$ cat src/rtl/core/bcc_pkg.sv
// shared types and constants of the button click classifier
package bcc_pkg;

    localparam int CFG_INDEX_W = 1;
    localparam int CFG_DATA_W  = 16;
    localparam int NOW_W       = 32;
    localparam int EVENT_W     = 3;
    localparam int IN_TDATA_W  = 40;
    localparam int OUT_TDATA_W = 8;

    // register indexes
    localparam logic [CFG_INDEX_W-1:0] REG_CLICK_LIMIT = 1'd0;
    localparam logic [CFG_INDEX_W-1:0] REG_RELEASE_GAP = 1'd1;

    localparam logic [CFG_DATA_W-1:0] CLICK_LIMIT_RST = 16'd300;
    localparam logic [CFG_DATA_W-1:0] RELEASE_GAP_RST = 16'd200;

    // event codes
    localparam logic [EVENT_W-1:0] EV_NONE   = 3'd0;
    localparam logic [EVENT_W-1:0] EV_SINGLE = 3'd1;
    localparam logic [EVENT_W-1:0] EV_DOUBLE = 3'd2;
    localparam logic [EVENT_W-1:0] EV_TRIPLE = 3'd3;
    localparam logic [EVENT_W-1:0] EV_LONG   = 3'd4;

    typedef struct packed {
        logic [CFG_DATA_W-1:0] click_limit_ms;
        logic [CFG_DATA_W-1:0] release_gap_ms;
    } cfg_t;

endpackage

$ cat src/rtl/core/button_click_classifier.sv
// top level of the button click classifier
//
// each word on the s_ channel is one poll: a millisecond timestamp and the
// button level. every poll yields exactly one word on the m_ channel with
// the event code: none, single, double or triple click, or long press.
// the cfg_ channel writes the click limit (index 0) and the release gap
// (index 1); it is always ready and should be used only while idle.
// the poll is captured in an input register, classified against the stored
// press and release timestamps combinationally, and the event is held in an
// output register; a poll passes the input register and then the output
// register. throughput is one poll per cycle while m_tready stays high.
// when the receiver stalls, the result stays in the output register and the
// input register still takes one more poll; s_tready drops only while both
// are full. reset clears all timestamps, the level history and both
// registers' valid flags, and loads the click limit 300 and release gap 200
module button_click_classifier
    import bcc_pkg::*;
#(
    parameter int TIME_WIDTH = 32
)
(
    input  logic                   clk,
    input  logic                   rst_n,
    input  logic                   s_tvalid,
    output logic                   s_tready,
    input  logic [IN_TDATA_W-1:0]  s_tdata,   // now_ms[31:0], pressed, zero pad
    output logic                   m_tvalid,
    input  logic                   m_tready,
    output logic [OUT_TDATA_W-1:0] m_tdata,   // event_res[2:0], zero pad
    input  logic                   cfg_valid,
    output logic                   cfg_ready,
    input  logic [CFG_INDEX_W-1:0] cfg_index,
    input  logic [CFG_DATA_W-1:0]  cfg_data
);

    cfg_t               cfg;
    logic               in_valid_reg;
    logic               in_valid_next;
    logic [NOW_W-1:0]   in_now_reg;
    logic               in_pressed_reg;
    logic               out_valid_reg;
    logic               out_valid_next;
    logic [EVENT_W-1:0] out_event_reg;
    logic [EVENT_W-1:0] event_res;
    logic               out_free;
    logic               step;
    logic               in_take;

    assign cfg_ready = 1'b1;

    bcc_cfg_regs u_cfg (
        .clk      (clk),
        .rst_n    (rst_n),
        .wr_en    (cfg_valid),
        .wr_index (cfg_index),
        .wr_data  (cfg_data),
        .cfg      (cfg)
    );

    assign out_free = !out_valid_reg || m_tready;
    assign step     = in_valid_reg && out_free;
    assign s_tready = !in_valid_reg || out_free;
    assign in_take  = s_tvalid && s_tready;

    bcc_classify #(
        .TIME_WIDTH (TIME_WIDTH)
    ) u_classify (
        .clk       (clk),
        .rst_n     (rst_n),
        .step      (step),
        .now_ms    (in_now_reg),
        .pressed   (in_pressed_reg),
        .cfg       (cfg),
        .event_res (event_res)
    );

    always_comb
    begin
        in_valid_next = in_take || (in_valid_reg && !step);
        out_valid_next = step || (out_valid_reg && !m_tready);
    end

    always_ff @(posedge clk or negedge rst_n)
    begin
        if (!rst_n)
        begin
            in_valid_reg  <= 1'b0;
            out_valid_reg <= 1'b0;
        end
        else
        begin
            in_valid_reg  <= in_valid_next;
            out_valid_reg <= out_valid_next;
        end
    end

    always_ff @(posedge clk)
    begin
        if (in_take)
        begin
            in_now_reg     <= s_tdata[NOW_W-1:0];
            in_pressed_reg <= s_tdata[NOW_W];
        end
        if (step)
            out_event_reg <= event_res;
    end

    assign m_tvalid = out_valid_reg;
    assign m_tdata  = {{(OUT_TDATA_W - EVENT_W){1'b0}}, out_event_reg};

endmodule

$ cat src/rtl/core/bcc_cfg_regs.sv
// configuration registers: click limit and release gap
module bcc_cfg_regs
    import bcc_pkg::*;
(
    input  logic                   clk,
    input  logic                   rst_n,
    input  logic                   wr_en,
    input  logic [CFG_INDEX_W-1:0] wr_index,
    input  logic [CFG_DATA_W-1:0]  wr_data,
    output cfg_t                   cfg
);

    logic [CFG_DATA_W-1:0] click_limit_reg;
    logic [CFG_DATA_W-1:0] click_limit_next;
    logic [CFG_DATA_W-1:0] release_gap_reg;
    logic [CFG_DATA_W-1:0] release_gap_next;

    always_comb
    begin
        click_limit_next = click_limit_reg;
        release_gap_next = release_gap_reg;
        if (wr_en)
        begin
            case (wr_index)
                REG_CLICK_LIMIT: click_limit_next = wr_data;
                REG_RELEASE_GAP: release_gap_next = wr_data;
                default:
                begin
                    click_limit_next = click_limit_reg;
                    release_gap_next = release_gap_reg;
                end
            endcase
        end
    end

    always_ff @(posedge clk or negedge rst_n)
    begin
        if (!rst_n)
        begin
            click_limit_reg <= CLICK_LIMIT_RST;
            release_gap_reg <= RELEASE_GAP_RST;
        end
        else
        begin
            click_limit_reg <= click_limit_next;
            release_gap_reg <= release_gap_next;
        end
    end

    assign cfg.click_limit_ms = click_limit_reg;
    assign cfg.release_gap_ms = release_gap_reg;

endmodule

$ cat src/rtl/core/bcc_classify.sv
// click state: press and release timestamps, level history and event decode
module bcc_classify
    import bcc_pkg::*;
#(
    parameter int TIME_WIDTH = 32
)
(
    input  logic               clk,
    input  logic               rst_n,
    input  logic               step,
    input  logic [NOW_W-1:0]   now_ms,
    input  logic               pressed,
    input  cfg_t               cfg,
    output logic [EVENT_W-1:0] event_res
);

    localparam logic [TIME_WIDTH-1:0] T_ZERO = '0;

    logic [TIME_WIDTH-1:0] first_reg;
    logic [TIME_WIDTH-1:0] first_next;
    logic [TIME_WIDTH-1:0] second_reg;
    logic [TIME_WIDTH-1:0] second_next;
    logic [TIME_WIDTH-1:0] third_reg;
    logic [TIME_WIDTH-1:0] third_next;
    logic [TIME_WIDTH-1:0] release_reg;
    logic [TIME_WIDTH-1:0] release_next;
    logic                  prev_level_reg;
    logic                  prev_level_next;

    logic [TIME_WIDTH-1:0] now_t;
    logic [TIME_WIDTH-1:0] limit_t;
    logic [TIME_WIDTH-1:0] gap_t;
    logic                  first_old;
    logic                  second_old;
    logic                  third_old;
    logic                  gap_passed;

    assign now_t   = TIME_WIDTH'(now_ms);
    assign limit_t = TIME_WIDTH'(cfg.click_limit_ms);
    assign gap_t   = TIME_WIDTH'(cfg.release_gap_ms);

    // wrapping elapsed times compared against the limits
    assign first_old  = (now_t - first_reg) > limit_t;
    assign second_old = (now_t - second_reg) > limit_t;
    assign third_old  = (now_t - third_reg) > limit_t;
    assign gap_passed = (now_t - release_reg) > gap_t;

    always_comb
    begin
        first_next      = first_reg;
        second_next     = second_reg;
        third_next      = third_reg;
        release_next    = release_reg;
        prev_level_next = pressed;
        event_res       = EV_NONE;

        if (pressed == prev_level_reg)
        begin
            if (!pressed)
            begin
                if (release_reg != T_ZERO && gap_passed)
                begin
                    if (second_reg != T_ZERO)
                        event_res = EV_DOUBLE;
                    else if (first_reg != T_ZERO)
                        event_res = EV_SINGLE;
                    first_next   = T_ZERO;
                    second_next  = T_ZERO;
                    third_next   = T_ZERO;
                    release_next = T_ZERO;
                end
            end
            else if (third_reg != T_ZERO)
            begin
                // held third press: report the two clicks before it
                if (third_old)
                begin
                    event_res    = EV_DOUBLE;
                    first_next   = now_t;
                    second_next  = T_ZERO;
                    third_next   = T_ZERO;
                    release_next = T_ZERO;
                end
            end
            else if (second_reg != T_ZERO)
            begin
                if (second_old)
                begin
                    event_res    = EV_SINGLE;
                    first_next   = now_t;
                    second_next  = T_ZERO;
                    third_next   = T_ZERO;
                    release_next = T_ZERO;
                end
            end
            else if (first_old)
            begin
                event_res = EV_LONG;
            end
        end
        else if (!pressed)
        begin
            if (third_reg != T_ZERO)
            begin
                event_res    = EV_TRIPLE;
                first_next   = T_ZERO;
                second_next  = T_ZERO;
                third_next   = T_ZERO;
                release_next = T_ZERO;
            end
            else if (second_reg == T_ZERO && first_old)
            begin
                // end of a long press
                first_next   = T_ZERO;
                second_next  = T_ZERO;
                third_next   = T_ZERO;
                release_next = T_ZERO;
            end
            else
            begin
                release_next = now_t;
            end
        end
        else
        begin
            if (first_reg == T_ZERO)
                first_next = now_t;
            else if (second_reg == T_ZERO)
                second_next = now_t;
            else if (third_reg == T_ZERO)
                third_next = now_t;
        end
    end

    always_ff @(posedge clk or negedge rst_n)
    begin
        if (!rst_n)
        begin
            first_reg      <= '0;
            second_reg     <= '0;
            third_reg      <= '0;
            release_reg    <= '0;
            prev_level_reg <= 1'b0;
        end
        else if (step)
        begin
            first_reg      <= first_next;
            second_reg     <= second_next;
            third_reg      <= third_next;
            release_reg    <= release_next;
            prev_level_reg <= prev_level_next;
        end
    end

endmodule

$ cat config.mk
export PLATFORM = sky130hd
export DESIGN_NAME = button_click_classifier
export DESIGN_NICKNAME = d
export VERILOG_FILES = /design/src/rtl/core/bcc_pkg.sv /design/src/rtl/core/button_click_classifier.sv /design/src/rtl/core/bcc_cfg_regs.sv /design/src/rtl/core/bcc_classify.sv
export SDC_FILE = /design/constraint.sdc
export NUM_CORES = 1
export LEC_CHECK = 0
export BUFFER_PORTS_ARGS = -buffer_cell sky130_fd_sc_hd__buf_2
export CORE_MARGIN = 5
export CORE_UTILIZATION = 43
export DETAILED_ROUTE_END_ITERATION = 8
export HOLD_SLACK_MARGIN = 0.12
export PLACE_DENSITY = 0.6
export SYNTH_ARGS = -nofsm -noshare
export SYNTH_HDL_FRONTEND = slang
export SYNTH_HIERARCHICAL = 1
export SYNTH_SLANG_ARGS = --single-unit
export TNS_END_PERCENT = 1
$ cat constraint.sdc
create_clock -name clk -period 10.3 [get_ports clk]
set_input_delay 0 -clock clk [delete_from_list [all_inputs] [get_ports clk]]
set_output_delay 0 -clock clk [all_outputs]
set_load 0.01 [all_outputs]
==> results.txt, run 1 <==
Antenna Violating Nets Remaining - 0
Crit. Startpoint - in_now_reg[4]$_DFFE_PP_
Worst Skew - 0.0115 ns
pre-CTS setup slack - 3.80 ns
GRT Util Overall - 22.2%
Least-Margin Pin Slew - 1.15 ns
Power Total - 4.86 mW
unrepaired setup endpoints after global routing - false
Clk pwr share - 14.3%
Psw - 2.24 mW
crit path time final - 6.67 ns
die height - 216 microns
sw frac - 46.1%
Reg clk slew, reported paths - 0.07 ns
IO Pins - 73
R2R cell count - 20
largest net degree at the start of global routing - 91
fraction of layout cells with a size suffix above 1 - 10.7%
global-route wire length before repair - 83900 microns
Antenna diodes - 0
clk root buf - clkbuf_16
wire per inst - 19.8 microns
area delta synth->final - 9.85%
CTS tree - built
main flop type after synthesis - dfrtp_1
Slew HR - 23.3%
R2R Path Start - in_now_reg[4]$_DFFE_PP_
Detailed Routing Iterations Pass 1 - 5
Pint - 2.62 mW
register-to-register setup slack - 3.63 ns
final hold violations - 0
final WL - 52800 microns
layout filler cell count - 4069
initial antenna violation count - 0
Port-buffer cells - 59
Synth Register Bits - 199
status - finished, final reports clean
period utilisation layout - 64.8%
initial core utilization - 43.4%
total CTS buffers - 17
post-synthesis async set-or-reset flop share - 81.9%
Comb pwr share - 61.5%
max cap viols - 0
total gr overflow - 0
Req. time, crit path - 10.67 ns
# setup viols final - 0
most frequent cells in the layout - nand2_1, ha_1, inv_1
final instance area - 0.0199 sq mm
Post-synth EDFFs - 36
fin worst setup slack - 3.63 ns
Syn Area/Cell - 8.85 sq um
Worst VDD drop - 0.120 mV
leading cell type in the layout, fill and taps excluded - nand2_1
clock buffer depth - 2
CP Class - flop to flop
H-Tree Depth - 4
Yosys top cell by area - dfrtp_1
core area - 0.0419 sq mm
die width - 216 microns
DPL Wire Length - 41200 microns
vias per cell - 5.91
Clock Latency Late Sink - 0.46 ns
Slew Limit Fails - 0
setup total negative slack - 0 ns
cell area after placement - 0.0188 sq mm
crit path DAT - 7.05 ns
Site Rows - 75
library cells used by synthesis - 94
Final Wtd Congestion - 0.937
top cells by area, synth - dfrtp_1, ha_1, edfxtp_1, mux2_4, nand2_1
yosys warns - 6
reg2reg end - u_classify/release_reg[0]$_DFFE_PN0P_
DRC - 0
Placed Cells - 2576
CTS sink cnt - 199
LEAKAGE - 8.63 nW
number of nets in the layout - 2372
Resized Gates After CTS - 0
sequential share of the synthesized area - 28.5%
DR vias - 15762
Finished Layout Cells - 2666
Post-Synthesis Cell Area - 0.0182 sq mm
register share of total power - 24.1%
Max Freq - 0.150 GHz
Power Density - 244 mW/mm^2
vias in the first global route - 15206
CP Capture Point - u_classify/release_reg[0]$_DFFE_PN0P_
Yosys top cell area share - 21.5%
Die ar. - 0.0464 sq mm
crit start category - flop
Hold WC Path Type - input pin to async pin
DR iter-0 viols - 1165
critical path endpoint category - flop
Mapped Cells - 2051
Max Fanout on Critical Path - 32
worst max-delay path: stages, from the launching register on:
cell and delay (ns):
edfxtp_1 0.58, ha_1 0.45, a21o_1 0.23, o21bai_1 0.21, o21ai_0 0.37, a21oi_1 0.24
nand2b_1 0.24, a21oi_1 0.16, o21bai_1 0.09, xor2_1 0.16, ha_1 0.31, nand4_1 0.17
nor4_1 0.51, a311o_1 0.21, o221ai_1 0.15, or4_1 0.44, nor4_1 0.42, and4b_1 0.35
o211a_1 0.90, nand2_1 0.14, mux2i_1 0.20
Yosys cell counts (all sizes together), types with 6 or more instances:
cell type / number
a211oi: 31
a21o: 46
a21oi: 157
a221oi: 6
a31oi: 19
and2: 8
and3: 48
and4: 9
buf: 24
clkbuf: 59
dfrtp: 156
dfstp: 7
edfxtp: 36
ha: 192
inv: 191
mux2: 99
mux2i: 74
nand2: 212
nand2b: 19
nand3: 32
nand4: 51
nor2: 93
nor2b: 14
nor3: 34
nor4: 49
o211a: 7
o211ai: 22
o21a: 28
o21ai: 94
o21bai: 12
o221ai: 7
o22ai: 10
o31ai: 13
or2: 6
or3: 7
or4: 8
xnor2: 49
xor2: 36
per-stage QoR:
step / utilization, % / hold WS [ns]
after floorplan: - / -0.296
after global placement: 44.9 / 0.130
after detailed placement: 44.9 / 0.153
after CTS: 47.7 / 0.211
after global routing: 47.7 / 0.232
final: 47.7 / 0.211
power by group through the flow:
stage / clock network [mW] / logic (mW) / registers (mW)
global route: 0.744 / 3.31 / 1.19
detailed placement: 0 / 2.92 / 1.18
global placement: 0 / 2.85 / 1.18
finish: 0.697 / 2.99 / 1.17
CTS: 0.713 / 2.95 / 1.17
floorplan: 0 / 2.28 / 1.11
worst min path at each step:
stage                     slack [ns]                                   end  cells past startpoint
final                           0.21  u_cfg/release_gap_reg[2]$_DFFE_PN0P_                      2
after global routing            0.23               in_now_reg[3]$_DFFE_PP_                      2
after CTS                       0.21              in_now_reg[16]$_DFFE_PP_                      2
after detailed placement        0.15  u_cfg/release_gap_reg[2]$_DFFE_PN0P_                      1
after global placement          0.13  u_cfg/release_gap_reg[8]$_DFFE_PN0P_                      1
after floorplan                -0.30                in_valid_reg$_DFF_PN0_                      0
logic make-up (layout without fill, tap and decap cells):
kind of cell               Yosys count  in the layout  synth area share, %
AOI/OAI and AO/OA                  518            518                 19.0
DFF                                199            199                 28.5
other                                2              6               0.0414
adders and majority gates          196            196                 13.7
xor gates and xnor gates            85             85                 4.10
and+or+nand+nor                    604            604                 16.8
buffers and inverters              274            346                 6.28
muxes                              173            173                 11.7
metal layers:
metal / routed length, microns / global-route usage (%)
met5: 0 / 0
met2: 23200 / 34.4
met4: 997 / 5.25
met1: 25900 / 32.8
met3: 2640 / 3.18
layout make-up:
cell class	instances	area, sq um	share of cell area [%]
clock inverters	11	150	0.753
clock buffers	21	440	2.21
well taps	539	674	3.38
multi-input cells	1582	11900	59.5
repair buffers	123	927	4.65
inverters	191	717	3.59
flip-flops and latches	199	5170	25.9
repair_timing:
action	4_1_cts	5_1_grt
hold endpoints to repair	156	0
endpoints found under the setup margin	0	0
hold buffers	58	0
setup buffers	0	0
(Power assumes the default switching activity.)
==> inputs of run 2 (changes only) <==
clock period = 6.8 ns   (was 10.3 ns; I/O delays follow)
==> run 2 against run 1 <==
Against the previous run:
- via count fell by 0.14%
- final cell count increased by 0.19%
- worst hold slack gained 0.021 ns
- combinational power increased by 52%
- critical endpoint is now u_classify/second_reg[4]$_DFFE_PN0P_
- largest cell class unchanged
- design area up 0.32%
- maximum frequency rose by 7.7%
- first-iteration DRC count rose by 21%
- die area stayed put
- worst setup slack got worse by 3.0 ns
==> results.txt, run 2 (synthesized netlist as in run 1, its figures left out) <==
GRT Util Overall - 22.1%
Detailed Routing Iterations Pass 1 - 8
CTS sink cnt - 199
core area - 0.0419 sq mm
CTS tree - built
Slew HR - 13.1%
CP Class - flop to flop
CP delay by family, top - simple AND/OR/NAND/NOR gates
crit start category - flop
unrepaired setup endpoints after global routing - false
total gr overflow - 0
initial antenna violation count - 0
final WL - 52500 microns
leading cell type in the layout, fill and taps excluded - nand2_1
Final Wtd Congestion - 0.945
Port-buffer cells - 59
Power Total - 7.39 mW
CP max stage delay - 0.51 ns
vias per cell - 5.89
Fin Hold WS - 0.232 ns
worst path bufs/invs - 1
Die ar. - 0.0464 sq mm
max cap viols - 0
Worst VDD drop - 0.151 mV
Reg clk slew, reported paths - 0.08 ns
crit path time final - 6.20 ns
final hold violations - 0
period utilisation layout - 91.1%
wire per inst - 19.7 microns
clk root buf - clkbuf_16
number of nets in the layout - 2377
initial core utilization - 43.4%
Slowest-stage cell, CP - edfxtp_1
most frequent cells in the layout - nand2_1, ha_1, inv_1
Worst Skew - 0.0157 ns
die width - 216 microns
Slew Limit Fails - 0
DR vias - 15740
vias in the first global route - 14987
Hold WC Path Type - input pin to flop
global-route wire length before repair - 82900 microns
Req. time, crit path - 7.16 ns
die height - 216 microns
clock buffer depth - 2
layout filler cell count - 4043
Least-Margin Pin Slew - 1.29 ns
Max Freq - 0.161 GHz
critical path endpoint category - flop
total CTS buffers - 17
postcts setup bufs - 0
Site Rows - 75
DR iter-0 viols - 1414
crit path DAT - 6.55 ns
setup total negative slack - 0 ns
Antenna Violating Nets Remaining - 0
DRC - 0
H-Tree Depth - 4
Power Density - 369 mW/mm^2
fraction of layout cells with a size suffix above 1 - 11.2%
Clock Latency Late Sink - 0.48 ns
area delta synth->final - 10.2%
IO Pins - 73
# setup viols final - 0
LEAKAGE - 8.67 nW
Antenna diodes - 0
largest net degree at the start of global routing - 102
DPL Wire Length - 40800 microns
status - finished, final reports clean
critical path, cell by cell - ha_1 > a21o_1 > o21bai_1 > o21ai_0 > a21oi_1 > nand2b_1 > a21oi_1 > o21bai_1 > xor2_1 > ha_1 > nand4_1 > nor4_2 > a311o_1 > o221ai_1 > or4_1 > nor4_1 > and4b_1 > and3_4 > a211oi_4 > buf_4 > mux2_4
Max Fanout on Critical Path - 32
[run 2: what timing repair did]
action	CTS	global route
setup endpoints to repair	0	13
hold buffers	58	0
endpoints found under the hold margin	161	0
gates resized for setup	0	1
[run 2: final cells by class]
| cell class | count | area (sq um) | area share [%] |
|---|---|---|---|
| Clock buffer | 17 | 425 | 2.13 |
| Clock inverter | 15 | 185 | 0.925 |
| Inverter | 191 | 717 | 3.58 |
| Multi-Input combinational cell | 1582 | 11900 | 59.3 |
| Sequential cell | 199 | 5170 | 25.8 |
| Tap cell | 539 | 674 | 3.37 |
| Timing Repair Buffer | 128 | 965 | 4.82 |
[run 2: path summary, 6_finish.rpt]
kind / endpoint / cells after the start / start / slack [ns]
worst max-delay path: u_classify/second_reg[4]$_DFFE_PN0P_ / 21 / in_now_reg[4]$_DFFE_PP_ / 0.60
worst min-delay path: in_now_reg[22]$_DFFE_PP_ / 2 / s_tdata[22] / 0.23
worst max register to register: u_classify/second_reg[4]$_DFFE_PN0P_ / 21 / in_now_reg[4]$_DFFE_PP_ / 0.60
worst min register to register: u_cfg/release_gap_reg[15]$_DFFE_PN0P_ / 1 / u_cfg/release_gap_reg[15]$_DFFE_PN0P_ / 0.51
max in group asynchronous: u_classify/third_reg[28]$_DFFE_PN0P_ / 3 / rst_n / 5.18
min in group asynchronous: u_cfg/release_gap_reg[8]$_DFFE_PN0P_ / 2 / rst_n / 0.24
[run 2: power by group]
group	leakage, nW	switching (mW)	internal [mW]	total, mW
clock	0.294	0.513	0.557	1.07
combinational	5.91	2.66	1.89	4.55
sequential	2.47	0.267	1.50	1.77
total	8.67	3.44	3.95	7.39
[run 2: worst reg2reg max path, cell delays in order (launching register included)]
cell and delay, ns:
edfxtp_1 0.51, ha_1 0.42, a21o_1 0.23, o21bai_1 0.22, o21ai_0 0.38, a21oi_1 0.25
nand2b_1 0.22, a21oi_1 0.15, o21bai_1 0.09, xor2_1 0.15, ha_1 0.30, nand4_1 0.19
nor4_2 0.39, a311o_1 0.19, o221ai_1 0.15, or4_1 0.44, nor4_1 0.41, and4b_1 0.34
and3_4 0.27, a211oi_4 0.04, buf_4 0.33, mux2_4 0.42
[run 2: per-layer routing]
layer / up-vias / part of all wire [%] / global-route usage, %
met3: 56 / 7.0 / 4.78
met4: 0 / 2.1 / 5.68
met2: 493 / 43 / 33.7
met1: 7565 / 48 / 32.0
met5: - / 0 / 0
li1: 7626 / - / -
[run 2: stage by stage]
| step | instance area [sq um] | instances | worst slack, ns | utilization, % |
|---|---|---|---|---|
| 2_1_floorplan | 18200 | 2055 | 1.98 | - |
| 3_3_place_gp | 18800 | 2581 | 0.782 | 45.0 |
| 3_5_place_dp | 18800 | 2581 | 0.708 | 45.0 |
| 4_1_cts | 20000 | 2671 | 0.679 | 47.8 |
| 5_1_grt | 20000 | 2671 | 0.130 | 47.8 |
| 6_report | 20000 | 2671 | 0.604 | 47.8 |
==> inputs of run 3 (changes only) <==
CORE_UTILIZATION = 30   (was 43)
PLACE_DENSITY = 0.46   (was 0.6)
SKIP_LAST_GASP = 1   (was unset)
==> run 3 against run 2 <==
Against the previous run:
- via count up 0.76%
- critical endpoint is now u_classify/second_reg[1]$_DFFE_PN0P_
- sequential share of layout area down 0.47 points
- clock-buffer cell count up 1
- highest routed layer unchanged
- first-iteration DRC count decreased by 16%
- design area is 1.9% higher
==> results.txt, run 3 (synthesized netlist as in run 1, its figures left out) <==
CTS sink cnt - 199
number of nets in the layout - 2389
hold depth - 2
Max Fanout on Critical Path - 20
Hold WC Path Type - input pin to flop
Worst Skew - 0.0107 ns
DPL Wire Length - 45900 microns
critical path endpoint category - flop
DRC - 0
Max Freq - 0.155 GHz
global-route wire length before repair - 90000 microns
clk root buf - clkbuf_16
critical path, cell by cell - ha_1 > nor2b_1 > o2111ai_1 > a21oi_1 > nor2_1 > nor3_1 > o21ai_0 > nand2b_1 > a21oi_1 > xnor2_1 > ha_1 > nand4_1 > a211oi_1 > nor4b_1 > o22ai_1 > a211o_1 > nor4_1 > a31oi_1 > o311ai_4 > a211oi_4 > buf_12 > mux2_4
register-to-register setup slack - 0.33 ns
area of the multi-input gates - 0.0119 sq mm
Clk pwr share - 13.6%
Hold Path End - in_now_reg[27]$_DFFE_PP_
area delta synth->final - 12.3%
CP max stage delay - 0.80 ns
Reg area - 0.00517 sq mm
H-Tree Depth - 4
DR vias - 15860
Reg clk slew, reported paths - 0.08 ns
Finished Layout Cells - 2926
leading cell type in the layout, fill and taps excluded - nand2_1
crit start category - flop
R2R cell count - 22
GRT Util Overall - 17.4%
Least-Margin Pin Slew - 1.16 ns
crit path DAT - 6.86 ns
final WL - 58500 microns
fin worst setup slack - 0.332 ns
total CTS buffers - 17
crit path time final - 6.47 ns
# setup viols final - 0
worst path bufs/invs - 1
Final Wtd Congestion - 0.889
wire per inst - 20.0 microns
Final Util - 33.9%
IO Pins - 73
Die ar. - 0.0656 sq mm
core area - 0.0601 sq mm
die height - 256 microns
sw frac - 47.4%
largest net degree at the start of global routing - 111
Req. time, crit path - 7.19 ns
Placed Cells - 2834
Comb pwr share - 62.5%
Min-Delay Startpoint - s_tdata[27]
Slew Limit Fails - 0
Power Total - 7.45 mW
Power Density - 365 mW/mm^2
register share of total power - 23.9%
Slew HR - 22.3%
vias per cell - 5.42
Clock Latency Late Sink - 0.50 ns
R2R Path Start - in_now_reg[1]$_DFFE_PP_
Worst VDD drop - 0.238 mV
Slowest-stage cell, CP - nor4_1
postcts setup bufs - 0
pre-CTS setup slack - 0.416 ns
unrepaired setup endpoints after global routing - false
Detailed Routing Iterations Pass 1 - 5
most frequent cells in the layout - nand2_1, ha_1, inv_1
clock buffer depth - 2
initial core utilization - 30.2%
CP Class - flop to flop
reg2reg end - u_classify/second_reg[1]$_DFFE_PN0P_
Site Rows - 90
CP delay by family, top - simple AND/OR/NAND/NOR gates
Port-buffer cells - 59
die width - 256 microns
fraction of layout cells with a size suffix above 1 - 11.4%
max cap viols - 0
DR iter-0 viols - 1181
LEAKAGE - 8.70 nW
vias in the first global route - 15194
CTS tree - built
Antenna Violating Nets Remaining - 0
Psw - 3.53 mW
status - finished, final reports clean
Pint - 3.92 mW
period utilisation layout - 95.1%
Antenna diodes - 0
setup total negative slack - 0 ns
layout filler cell count - 6349
total gr overflow - 0
final hold violations - 0
initial antenna violation count - 0
Resized Gates After CTS - 0
==> run 3: changes by cell type in the layout (fill, tap and decap cells not counted), sizes merged <==
cell	change
buf	+10
inv	-3
clkinvlp	+2
dlygate4sd3	+2
bufinv	-1
clkbuf	+1
clkinv	+1
==> run 3: final cells by class <==
class	instances	area share [%]
timing repair buffer	140	5.38
clock inverter	14	0.614
tap	782	4.80
sequential	199	25.4
inverter	191	3.52
clock buffer	18	2.11
multi-input combinational	1582	58.2
==> run 3: how the worst max path moves through the flow <==
stage,startpoint,to,cells after the start
final,in_now_reg[1]$_DFFE_PP_,u_classify/second_reg[1]$_DFFE_PN0P_,22
after global routing,in_now_reg[6]$_DFFE_PP_,u_classify/second_reg[7]$_DFFE_PN0P_,24
after CTS,in_now_reg[1]$_DFFE_PP_,u_classify/second_reg[1]$_DFFE_PN0P_,22
after detailed placement,in_now_reg[1]$_DFFE_PP_,u_classify/second_reg[6]$_DFFE_PN0P_,22
after global placement,in_now_reg[1]$_DFFE_PP_,u_classify/second_reg[7]$_DFFE_PN0P_,22
after floorplan,in_now_reg[1]$_DFFE_PP_,u_classify/second_reg[0]$_DFFE_PN0P_,22
==> run 3: worst register-to-register path, delay by kind of cell (launching register included) <==
kind	cells	cell delay, ns
AO/OA/AOI/OAI	10	2.14
XOR/XNOR	1	0.18
buffers and inverters	1	0.26
AND/OR/NAND/NOR	7	2.22
flip-flops	1	0.58
multiplexers	1	0.34
adder cells (fa/ha/maj)	2	0.63
==> run 3: power groups by stage <==
stage	clock [mW]	sequential, mW	combinational [mW]
5_1_grt	1.09	1.81	5.14
4_1_cts	1.04	1.78	4.60
6_report	1.01	1.78	4.65
2_1_floorplan	0	1.68	3.45
3_3_place_gp	0	1.80	4.49
3_5_place_dp	0	1.79	4.54
==> run 3: metal layers <==
metal	vias to the layer above	GRT usage, %	wire, microns
li1	7652	-	-
met5	-	0	0
met2	442	25.6	24800
met3	58	2.80	2900
met1	7708	26.4	29700
met4	0	4.45	1090
==> run 3: through the flow <==
stage	instance area, sq um	hold slack, ns
2_1_floorplan	18200	-0.296
3_3_place_gp	19200	0.179
3_5_place_dp	19200	0.178
4_1_cts	20400	0.161
5_1_grt	20400	0.183
6_report	20400	0.201
==> run 3: repair_timing <==
item,in CTS,in global routing
hold buffers,60,0
setup endpoints to repair,0,0
hold endpoints to repair,202,0
